[config.mk]
export PLATFORM = sky130hd
export DESIGN_NAME = scene_text_tokenizer
export DESIGN_NICKNAME = d
export VERILOG_FILES = /design/src/rtl/stt_pkg.sv /design/src/rtl/scene_text_tokenizer.sv /design/src/rtl/stt_front.sv /design/src/rtl/stt_fifo.sv /design/src/rtl/stt_back.sv
export SDC_FILE = /design/constraint.sdc
export NUM_CORES = 1
export LEC_CHECK = 0
export ABC_AREA = 1
export BUFFER_PORTS_ARGS = -buffer_cell sky130_fd_sc_hd__buf_2
export CORE_ASPECT_RATIO = 1.1
export CORE_MARGIN = 4
export CORE_UTILIZATION = 55
export DETAILED_ROUTE_END_ITERATION = 8
export GPL_TIMING_DRIVEN = 1
export PLACE_DENSITY = 0.72
export SLEW_MARGIN = 20
export SYNTH_ARGS = -nofsm -noshare
export SYNTH_HDL_FRONTEND = slang
export SYNTH_SLANG_ARGS = --single-unit
[constraint.sdc]
create_clock -name clk -period 8 [get_ports clk]
set_input_delay 1.6 -clock clk [delete_from_list [all_inputs] [get_ports clk]]
set_output_delay 1.6 -clock clk [all_outputs]
set_load 0.005 [all_outputs]
[src/rtl/stt_pkg.sv]
`timescale 1ns / 1ps
`default_nettype none

package stt_pkg;

  localparam int MAX_RES = 4;
  localparam int RES_IW  = $clog2(MAX_RES);
  localparam int CNT_W   = $clog2(MAX_RES + 1);
  localparam int Q_DEPTH = 4;

  // lexer modes
  localparam logic [2:0] M_IDLE    = 3'd0;
  localparam logic [2:0] M_SLASH   = 3'd1;
  localparam logic [2:0] M_COMMENT = 3'd2;
  localparam logic [2:0] M_WORD    = 3'd3;
  localparam logic [2:0] M_QUOTED  = 3'd4;
  localparam logic [2:0] M_ESC     = 3'd5;

  // event codes
  localparam logic [1:0] EV_CONT  = 2'd0;
  localparam logic [1:0] EV_START = 2'd1;
  localparam logic [1:0] EV_END   = 2'd2;

  // token kinds
  localparam logic [2:0] K_OPEN  = 3'd0;
  localparam logic [2:0] K_CLOSE = 3'd1;
  localparam logic [2:0] K_COLON = 3'd2;
  localparam logic [2:0] K_QUOTE = 3'd3;
  localparam logic [2:0] K_WORD  = 3'd4;

  // character codes
  localparam logic [7:0] CH_SLASH  = 8'h2F;
  localparam logic [7:0] CH_HASH   = 8'h23;
  localparam logic [7:0] CH_LBRACE = 8'h7B;
  localparam logic [7:0] CH_RBRACE = 8'h7D;
  localparam logic [7:0] CH_COLON  = 8'h3A;
  localparam logic [7:0] CH_COMMA  = 8'h2C;
  localparam logic [7:0] CH_BSLASH = 8'h5C;
  localparam logic [7:0] CH_NL     = 8'h0A;
  localparam logic [7:0] CH_DQUOTE = 8'h22;
  localparam logic [7:0] CH_SQUOTE = 8'h27;
  localparam logic [7:0] CH_SPACE  = 8'h20;
  localparam logic [7:0] CH_TAB    = 8'h09;
  localparam logic [7:0] CH_VT     = 8'h0B;
  localparam logic [7:0] CH_FF     = 8'h0C;
  localparam logic [7:0] CH_CR     = 8'h0D;

  typedef struct packed {
    logic [7:0] out_byte;
    logic [1:0] event_res;
    logic [2:0] token_kind;
    logic       last_of_run;
  } tok_res_t;

  // results of one source byte, res[0] first
  typedef struct packed {
    tok_res_t [MAX_RES-1:0] res;
    logic [CNT_W-1:0]       cnt;
  } tok_bundle_t;

endpackage

`default_nettype wire

[src/rtl/scene_text_tokenizer.sv]
`timescale 1ns / 1ps
`default_nettype none

// scene text tokenizer: source bytes in, token events out
// input stream s_*: one source byte per item, s_tlast on the final byte of a source
// output stream m_*: one token event per item, m_tlast on the last event of a byte
// events are token start with byte, continue with byte, or token end (byte zero)
// a source byte yields zero to four events; bytes with none produce no output
// an accepted byte's results go into the queue and on to the registered output stage
// throughput: one byte per cycle while each byte yields at most one event and
// m_tready is high; the output side sends one event per cycle while m_tready is
// high, so a byte with n events holds it until all are sent
// a queue of QDEPTH byte results sits between lexer and output serializer
// reset clears lexer mode to idle, empties the queue and drops m_tvalid
// when the receiver stalls, the output item holds, the queue fills,
// and s_tready falls once QDEPTH byte results are waiting

module scene_text_tokenizer #(
  parameter int QDEPTH = stt_pkg::Q_DEPTH
) (
  input  wire        clk,
  input  wire        rst,
  input  wire        s_tvalid,
  output logic       s_tready,
  input  wire  [7:0] s_tdata,   // [7:0] in_byte
  input  wire        s_tlast,   // end_of_input
  output logic       m_tvalid,
  input  wire        m_tready,
  output logic [7:0] m_tdata,   // [7:0] out_byte
  output logic [7:0] m_tuser,   // [1:0] event_res, [4:2] token_kind
  output logic       m_tlast    // last_of_run
);
  import stt_pkg::*;

  localparam int QCW = $clog2(QDEPTH + 1);

  logic        push;
  logic        q_full;
  logic        q_empty;
  logic        pop;
  logic [QCW-1:0] q_cnt;
  logic [2:0]  lex_mode;
  tok_bundle_t in_bnd;
  tok_bundle_t head;
  tok_res_t    m_res;

  stt_front u_front (
    .clk      (clk),
    .rst      (rst),
    .s_valid  (s_tvalid),
    .s_byte   (s_tdata),
    .s_last   (s_tlast),
    .s_ready  (s_tready),
    .q_full   (q_full),
    .push     (push),
    .bundle   (in_bnd),
    .lex_mode (lex_mode)
  );

  stt_fifo #(
    .DEPTH (QDEPTH)
  ) u_fifo (
    .clk     (clk),
    .rst     (rst),
    .push    (push),
    .wr_data (in_bnd),
    .pop     (pop),
    .rd_data (head),
    .full    (q_full),
    .empty   (q_empty),
    .count   (q_cnt)
  );

  stt_back u_back (
    .clk     (clk),
    .rst     (rst),
    .head    (head),
    .q_empty (q_empty),
    .pop     (pop),
    .m_valid (m_tvalid),
    .m_ready (m_tready),
    .m_res   (m_res)
  );

  assign m_tdata = m_res.out_byte;
  assign m_tuser = {3'b000, m_res.token_kind, m_res.event_res};
  assign m_tlast = m_res.last_of_run;

  a_qcnt: assert property (@(posedge clk) disable iff (rst)
    q_cnt <= QCW'(QDEPTH))
    else $error("queue count beyond depth");

  a_eoi_idle: assert property (@(posedge clk) disable iff (rst)
    s_tvalid && s_tready && s_tlast |=> lex_mode == M_IDLE)
    else $error("lexer not idle after end of source");

  a_end_zero: assert property (@(posedge clk) disable iff (rst)
    m_tvalid && m_tuser[1:0] == EV_END |-> m_tdata == 8'h00)
    else $error("token end event carries a byte");

  a_push_room: assert property (@(posedge clk) disable iff (rst)
    push |-> !q_full)
    else $error("push into full queue");

endmodule

`default_nettype wire

[src/rtl/stt_front.sv]
`timescale 1ns / 1ps
`default_nettype none

module stt_front (
  input  wire                 clk,
  input  wire                 rst,
  input  wire                 s_valid,
  input  wire  [7:0]          s_byte,
  input  wire                 s_last,
  output logic                s_ready,
  input  wire                 q_full,
  output logic                push,
  output stt_pkg::tok_bundle_t bundle,
  output logic [2:0]          lex_mode
);
  import stt_pkg::*;

  typedef struct packed {
    tok_bundle_t bnd;
    logic [2:0]  mode;
    logic        qs;
  } work_t;

  logic       qsingle;
  logic       fire;
  logic [7:0] qch;
  logic [CNT_W-1:0] last_idx;
  work_t      w;

  function automatic logic is_space(logic [7:0] c);
    return c == CH_SPACE || c == CH_TAB || c == CH_NL || c == CH_VT || c == CH_FF
        || c == CH_CR;
  endfunction

  function automatic work_t emit(work_t w_in, logic [7:0] b, logic [1:0] ev,
                                 logic [2:0] k);
    work_t r;
    r = w_in;
    if (w_in.bnd.cnt < CNT_W'(MAX_RES)) begin
      r.bnd.res[w_in.bnd.cnt[RES_IW-1:0]].out_byte    = b;
      r.bnd.res[w_in.bnd.cnt[RES_IW-1:0]].event_res   = ev;
      r.bnd.res[w_in.bnd.cnt[RES_IW-1:0]].token_kind  = k;
      r.bnd.res[w_in.bnd.cnt[RES_IW-1:0]].last_of_run = 1'b0;
      r.bnd.cnt = w_in.bnd.cnt + CNT_W'(1);
    end
    return r;
  endfunction

  function automatic work_t single_token(work_t w_in, logic [7:0] c, logic [2:0] k);
    work_t r;
    r = emit(w_in, c, EV_START, k);
    r = emit(r, 8'h00, EV_END, k);
    return r;
  endfunction

  function automatic work_t idle_byte(work_t w_in, logic [7:0] c);
    work_t r;
    r = w_in;
    if (is_space(c) || c == CH_COMMA) begin
      r = w_in;
    end else if (c == CH_SLASH) begin
      r.mode = M_SLASH;
    end else if (c == CH_HASH) begin
      r.mode = M_COMMENT;
    end else if (c == CH_LBRACE) begin
      r = single_token(r, c, K_OPEN);
    end else if (c == CH_RBRACE) begin
      r = single_token(r, c, K_CLOSE);
    end else if (c == CH_COLON) begin
      r = single_token(r, c, K_COLON);
    end else if (c == CH_DQUOTE || c == CH_SQUOTE) begin
      r.qs   = (c == CH_SQUOTE);
      r      = emit(r, CH_DQUOTE, EV_START, K_QUOTE);
      r.mode = M_QUOTED;
    end else begin
      r      = emit(r, c, EV_START, K_WORD);
      r.mode = M_WORD;
    end
    return r;
  endfunction

  function automatic work_t word_byte(work_t w_in, logic [7:0] c);
    work_t r;
    r = w_in;
    if (is_space(c) || c == CH_LBRACE || c == CH_RBRACE || c == CH_COLON
        || c == CH_HASH) begin
      r      = emit(r, 8'h00, EV_END, K_WORD);
      r.mode = M_IDLE;
      r      = idle_byte(r, c);
    end else if (c == CH_COMMA) begin
      r      = emit(r, 8'h00, EV_END, K_WORD);
      r.mode = M_IDLE;
    end else begin
      r = emit(r, c, EV_CONT, K_WORD);
    end
    return r;
  endfunction

  always_comb begin
    w      = '0;
    w.mode = lex_mode;
    w.qs   = qsingle;
    qch    = qsingle ? CH_SQUOTE : CH_DQUOTE;
    unique case (lex_mode)
      M_SLASH: begin
        if (s_byte == CH_SLASH) begin
          w.mode = M_COMMENT;
        end else begin
          w      = emit(w, CH_SLASH, EV_START, K_WORD);
          w.mode = M_WORD;
          w      = word_byte(w, s_byte);
        end
      end
      M_COMMENT: begin
        if (s_byte == CH_NL) w.mode = M_IDLE;
      end
      M_WORD: begin
        w = word_byte(w, s_byte);
      end
      M_QUOTED: begin
        if (s_byte == CH_BSLASH && !s_last) begin
          w.mode = M_ESC;
        end else if (s_byte == qch) begin
          w      = emit(w, CH_DQUOTE, EV_CONT, K_QUOTE);
          w      = emit(w, 8'h00, EV_END, K_QUOTE);
          w.mode = M_IDLE;
        end else begin
          w = emit(w, s_byte, EV_CONT, K_QUOTE);
        end
      end
      M_ESC: begin
        w      = emit(w, s_byte, EV_CONT, K_QUOTE);
        w.mode = M_QUOTED;
      end
      M_IDLE: begin
        w = idle_byte(w, s_byte);
      end
      default: begin
        w.mode = M_IDLE;
        w      = idle_byte(w, s_byte);
      end
    endcase

    // end of source closes whatever is open
    if (s_last) begin
      if (w.mode == M_SLASH) begin
        w = single_token(w, CH_SLASH, K_WORD);
      end else if (w.mode == M_WORD) begin
        w = emit(w, 8'h00, EV_END, K_WORD);
      end else if (w.mode == M_QUOTED || w.mode == M_ESC) begin
        w = emit(w, CH_DQUOTE, EV_CONT, K_QUOTE);
        w = emit(w, 8'h00, EV_END, K_QUOTE);
      end
      w.mode = M_IDLE;
      w.qs   = 1'b0;
    end

    last_idx = w.bnd.cnt - CNT_W'(1);
    if (w.bnd.cnt != '0) w.bnd.res[last_idx[RES_IW-1:0]].last_of_run = 1'b1;
  end

  assign s_ready = !q_full;
  assign fire    = s_valid && s_ready;
  assign push    = fire && (w.bnd.cnt != '0);
  assign bundle  = w.bnd;

  always_ff @(posedge clk) begin
    if (rst) begin
      lex_mode <= M_IDLE;
      qsingle  <= 1'b0;
    end else if (fire) begin
      lex_mode <= w.mode;
      qsingle  <= w.qs;
    end
  end

endmodule

`default_nettype wire

[src/rtl/stt_fifo.sv]
`timescale 1ns / 1ps
`default_nettype none

module stt_fifo #(
  parameter int DEPTH = stt_pkg::Q_DEPTH
) (
  input  wire                            clk,
  input  wire                            rst,
  input  wire                            push,
  input  wire stt_pkg::tok_bundle_t      wr_data,
  input  wire                            pop,
  output stt_pkg::tok_bundle_t           rd_data,
  output logic                           full,
  output logic                           empty,
  output logic [$clog2(DEPTH+1)-1:0]     count
);
  import stt_pkg::*;

  localparam int AW = (DEPTH > 1) ? $clog2(DEPTH) : 1;
  localparam int CW = $clog2(DEPTH + 1);

  tok_bundle_t   mem [DEPTH];
  logic [AW-1:0] wr_ptr;
  logic [AW-1:0] rd_ptr;
  logic          do_push;
  logic          do_pop;

  assign full    = (count == CW'(DEPTH));
  assign empty   = (count == '0);
  assign do_push = push && !full;
  assign do_pop  = pop && !empty;
  assign rd_data = mem[rd_ptr];

  always_ff @(posedge clk) begin
    if (rst) begin
      wr_ptr <= '0;
      rd_ptr <= '0;
      count  <= '0;
    end else begin
      if (do_push) wr_ptr <= (wr_ptr == AW'(DEPTH - 1)) ? '0 : wr_ptr + AW'(1);
      if (do_pop)  rd_ptr <= (rd_ptr == AW'(DEPTH - 1)) ? '0 : rd_ptr + AW'(1);
      if (do_push && !do_pop)      count <= count + CW'(1);
      else if (do_pop && !do_push) count <= count - CW'(1);
    end
  end

  always_ff @(posedge clk) begin
    if (do_push) mem[wr_ptr] <= wr_data;
  end

endmodule

`default_nettype wire

[src/rtl/stt_back.sv]
`timescale 1ns / 1ps
`default_nettype none

module stt_back (
  input  wire                  clk,
  input  wire                  rst,
  input  wire stt_pkg::tok_bundle_t head,
  input  wire                  q_empty,
  output logic                 pop,
  output logic                 m_valid,
  input  wire                  m_ready,
  output stt_pkg::tok_res_t    m_res
);
  import stt_pkg::*;

  logic [RES_IW-1:0] idx;
  logic              load;
  logic              take;
  logic              cur_last;
  tok_res_t          cur;

  always_comb begin
    load     = !m_valid || m_ready;
    take     = load && !q_empty;
    cur      = head.res[idx];
    cur_last = (CNT_W'(idx) + CNT_W'(1)) == head.cnt;
    pop      = take && cur_last;
  end

  always_ff @(posedge clk) begin
    if (rst) begin
      m_valid <= 1'b0;
      idx     <= '0;
    end else begin
      if (load) m_valid <= !q_empty;
      if (take) idx <= cur_last ? '0 : idx + RES_IW'(1);
    end
  end

  always_ff @(posedge clk) begin
    if (take) m_res <= cur;
  end

endmodule

`default_nettype wire

==> out/metrics.cfg <==
[cts]
ctsLongestPathBuffers = 3
cts-root-buf = sky130_fd_sc_hd__clkbuf_16
cts_sinks = 238
cts_inserted_buffers = 24
cts_setup_buffers = 0
htree_levels = 1
clkSlewWorstSetupHoldPaths_ns = 0.06
cts_tree = yes
clk_latency_ns = 0.53
cts-hold-fix-buffers = 0
postCtsResizedCells = 0

[sta]
slew_headroom_pct = 29.1
max_clock_freq_ghz = 0.187
timing_hold_violations_final = 0
slew_violations = 0
post-route-min-period_ns = 5.35
finalSetupViolCount = 0
tns_ns = 0
final.setup_skew_ns = 0.0143
setup_repair_after_global_routing_missed_its_margin = no
period_share_pct = 66.9
worst_pin_slew_ns = 1.06

[drt]
wire_per_inst_um = 20.2
detail_route.first_pass.iterations = 5
route.final.wire_length_mm = 27.5
wl_met3_mm = 1.67
wirelength_met1_mm = 11.7
final_antenna_violating_net_count = 0
met2_wirelength_mm = 13.4
drt_iter0_drc = 808
via_count = 8075
post-route-drc-count = 0
vias_per_cell = 5.94
topRoutingLayerUsed = met4

[final_layout]
final_layout_size_suffix_gt1_share_pct = 13.8
final_area_um2 = 12400
layout.cells.most_common_list = 222 x sky130_fd_sc_hd__edfxtp_1, 159 x sky130_fd_sc_hd__nor2_1, 136 x sky130_fd_sc_hd__o21ai_0
layout_commonest_cell = sky130_fd_sc_hd__edfxtp_1
final.fill_count = 1593
antenna-diode-count = 0
syn2layout_area_growth_pct = 10.5
design.final.nets = 1119

[synthesis]
synth_cells = 1063
ys.warnings.count = 0
ys_dominant_reg_cell = sky130_fd_sc_hd__edfxtp_1
synthesis.area_um2 = 11200
ys_seq_area_share_pct = 62.2
synth_area_per_cell_um2 = 10.6
synth-async-reset-ratio_pct = 0
synth_enable_flop_cells = 222
synthDominantCellAreaShare_pct = 59.4
ys_ff_latch = 238
yosysUniqueCellTypes = 54
synth_largest_area_cell = sky130_fd_sc_hd__edfxtp_1
synth_top_area_cells = sky130_fd_sc_hd__edfxtp_1 59%, sky130_fd_sc_hd__o21ai_0 6.1%, sky130_fd_sc_hd__nor2_1 5.5%

[critical_path]
crit_path_top_delay_cell = sky130_fd_sc_hd__a21oi_2
critical_path_arrival_ns = 5.75
r2r_start = u_front.lex_mode[0]
r2r.worst_path.cells = 31
timing_worst_setup_path_type = input pin to register
cpPeakStageDelay_ns = 0.57
crit_fanout = 13
timing.rr.end = u_fifo.count[2]
startpoint_type = input pin
worst_ep_required_time_ns = 8.40
critPathCaptureType = register
crit_path_top_cell_by_count = sky130_fd_sc_hd__nand2_1
timing.reg2reg.setup_slack_ns = 3.16

[outcome]
run_status = finished, final reports clean

[power]
power.share.switching_pct = 35.9
ir_worst_vdd_mv = 0.201
power_switching_mw = 1.48
power.static_leakage_nw = 4.78
comb_power_share_pct = 33.7
share_seq_of_total_power_pct = 40.6
power.clock.fraction_pct = 25.7
cellPowerDensity_nw_per_um2 = 334
internal-power_mw = 2.65

[min_path]
whs_endpoint = u_front.lex_mode[1]
min_path_type = register to register
worst_hold_path.num_cells = 2
min_from = u_front.lex_mode[1]

[place]
detailed_place_hpwl_mm = 17.7
place.port_buffers = 28
gpl.final_weighted_congestion = 1.01
postPlaceCellArea_um2 = 11600

[global_routing]
grt_pass1_vias = 7650
global_route_wire_length_before_repair_mm = 43.1
gr-total-overflow = 0
antenna_found_initial = 0
groute.usage.overall_pct = 24.5
grt_max_degree = 105

[floorplanning]
number_of_cell_rows = 54
start_util_pct = 56.3
chipWidth_um = 144
die_h_um = 158
io_pins = 32
core_region_area_um2 = 19900
floorplan.die_area_um2 = 22800

[job]
max_cap_violations = 0

-- registers in the layout, indices dropped and copies added (netlist names), named ones only --
| register | count |
|---|---|
| u_back.m_res | 14 |
| u_front.lex_mode | 3 |
| u_fifo.rd_ptr | 2 |
| u_back.m_valid | 1 |
| u_fifo.wr_ptr | 2 |
| u_fifo.mem | 208 |
| u_back.idx | 2 |
| u_fifo.count | 3 |
| u_front.qsingle | 1 |
-- power by group through the flow --
stage | Clock [mW] | Sequential [mW] | Combinational, mW
floorplan | 0 | 1.71 | 0.922
global placement | 0 | 1.70 | 1.37
detailed placement | 0 | 1.71 | 1.39
CTS | 1.08 | 1.68 | 1.40
global route | 1.14 | 1.70 | 1.55
finish | 1.06 | 1.68 | 1.39
-- critical path: cells and delay by family --
family                     cells  cell delay [ns]
buffers and inverters          8             0.73
adders and majority gates      4             1.01
AOI/OAI and AO/OA              7             1.32
and+or+nand+nor               13             1.10
-- stage by stage --
step | power (mW) | worst slack (ns) | hold WS (ns) | cells | util [%]
finish | 4.14 | 2.65 | 0.506 | 1359 | 62.2
global route | 4.39 | 2.22 | 0.537 | 1359 | 62.2
CTS | 4.16 | 2.73 | 0.508 | 1359 | 62.2
detailed placement | 3.09 | 2.20 | 0.497 | 1316 | 58.4
global placement | 3.07 | 2.25 | 0.501 | 1316 | 58.4
floorplan | 2.64 | 1.34 | 0.459 | 1069 | -
-- Yosys cell counts, types with 3 or more instances --
cell type / instances
sky130_fd_sc_hd__nand2_2: 15
sky130_fd_sc_hd__o211ai_1: 10
sky130_fd_sc_hd__a32oi_1: 3
sky130_fd_sc_hd__nor3_1: 4
sky130_fd_sc_hd__nand4_1: 11
sky130_fd_sc_hd__inv_1: 70
sky130_fd_sc_hd__nor2_2: 10
sky130_fd_sc_hd__o21ai_0: 136
sky130_fd_sc_hd__o221ai_1: 22
sky130_fd_sc_hd__nand2_1: 134
sky130_fd_sc_hd__nand2_4: 5
sky130_fd_sc_hd__a31oi_1: 4
sky130_fd_sc_hd__nand3_4: 4
sky130_fd_sc_hd__a211oi_1: 3
sky130_fd_sc_hd__inv_2: 18
sky130_fd_sc_hd__a21oi_2: 3
sky130_fd_sc_hd__nor2_1: 163
sky130_fd_sc_hd__clkbuf_1: 38
sky130_fd_sc_hd__a21oi_1: 33
sky130_fd_sc_hd__nor2_4: 3
sky130_fd_sc_hd__ha_1: 15
sky130_fd_sc_hd__o22ai_1: 29
sky130_fd_sc_hd__buf_4: 5
sky130_fd_sc_hd__nand3_2: 6
sky130_fd_sc_hd__nand3_1: 43
sky130_fd_sc_hd__edfxtp_1: 222
sky130_fd_sc_hd__clkinv_1: 4
sky130_fd_sc_hd__dfxtp_1: 16
sky130_fd_sc_hd__xor2_1: 4
-- kinds of logic after synthesis --
kind of cell    Yosys count  share of synthesized area [%]
buf+inv                 138                           4.79
compound gates          262                           14.0
simple gates            404                           16.8
other cells               1                         0.0334
xor+xnor                  4                          0.312
flops                   238                           62.2
fa+ha+maj                16                           1.85
-- final cells by class --
type / count / area [µm²] / share of cell area, %
Sequential cell: 238 / 6990 / 56.3
Multi-Input combinational cell: 693 / 3760 / 30.3
Clock buffer: 27 / 612 / 4.93
Inverter: 92 / 345 / 2.78
Tap cell: 252 / 315 / 2.54
Timing Repair Buffer: 41 / 238 / 1.92
Clock inverter: 16 / 146 / 1.18
-- how the worst max path moves through the flow --
stage	startpoint	endpoint	slack, ns	cells past startpoint
floorplan	s_tdata[2]	u_fifo.mem[0][0]	1.34	26
global placement	s_tdata[4]	u_fifo.count[2]	2.25	32
detailed placement	s_tdata[4]	u_fifo.count[2]	2.20	32
CTS	s_tdata[4]	u_fifo.count[1]	2.73	30
global route	s_tdata[4]	u_fifo.count[2]	2.22	32
finish	s_tdata[4]	u_fifo.count[2]	2.65	32
-- per-layer routing --
layer / GRT usage (%) / up-vias
met3: 3.02 / 56
met2: 40.6 / 296
li1: - / 3843
met4: 6.71 / 0
met5: 0 / -
met1: 34.6 / 3880
(Power assumes the default switching activity.)
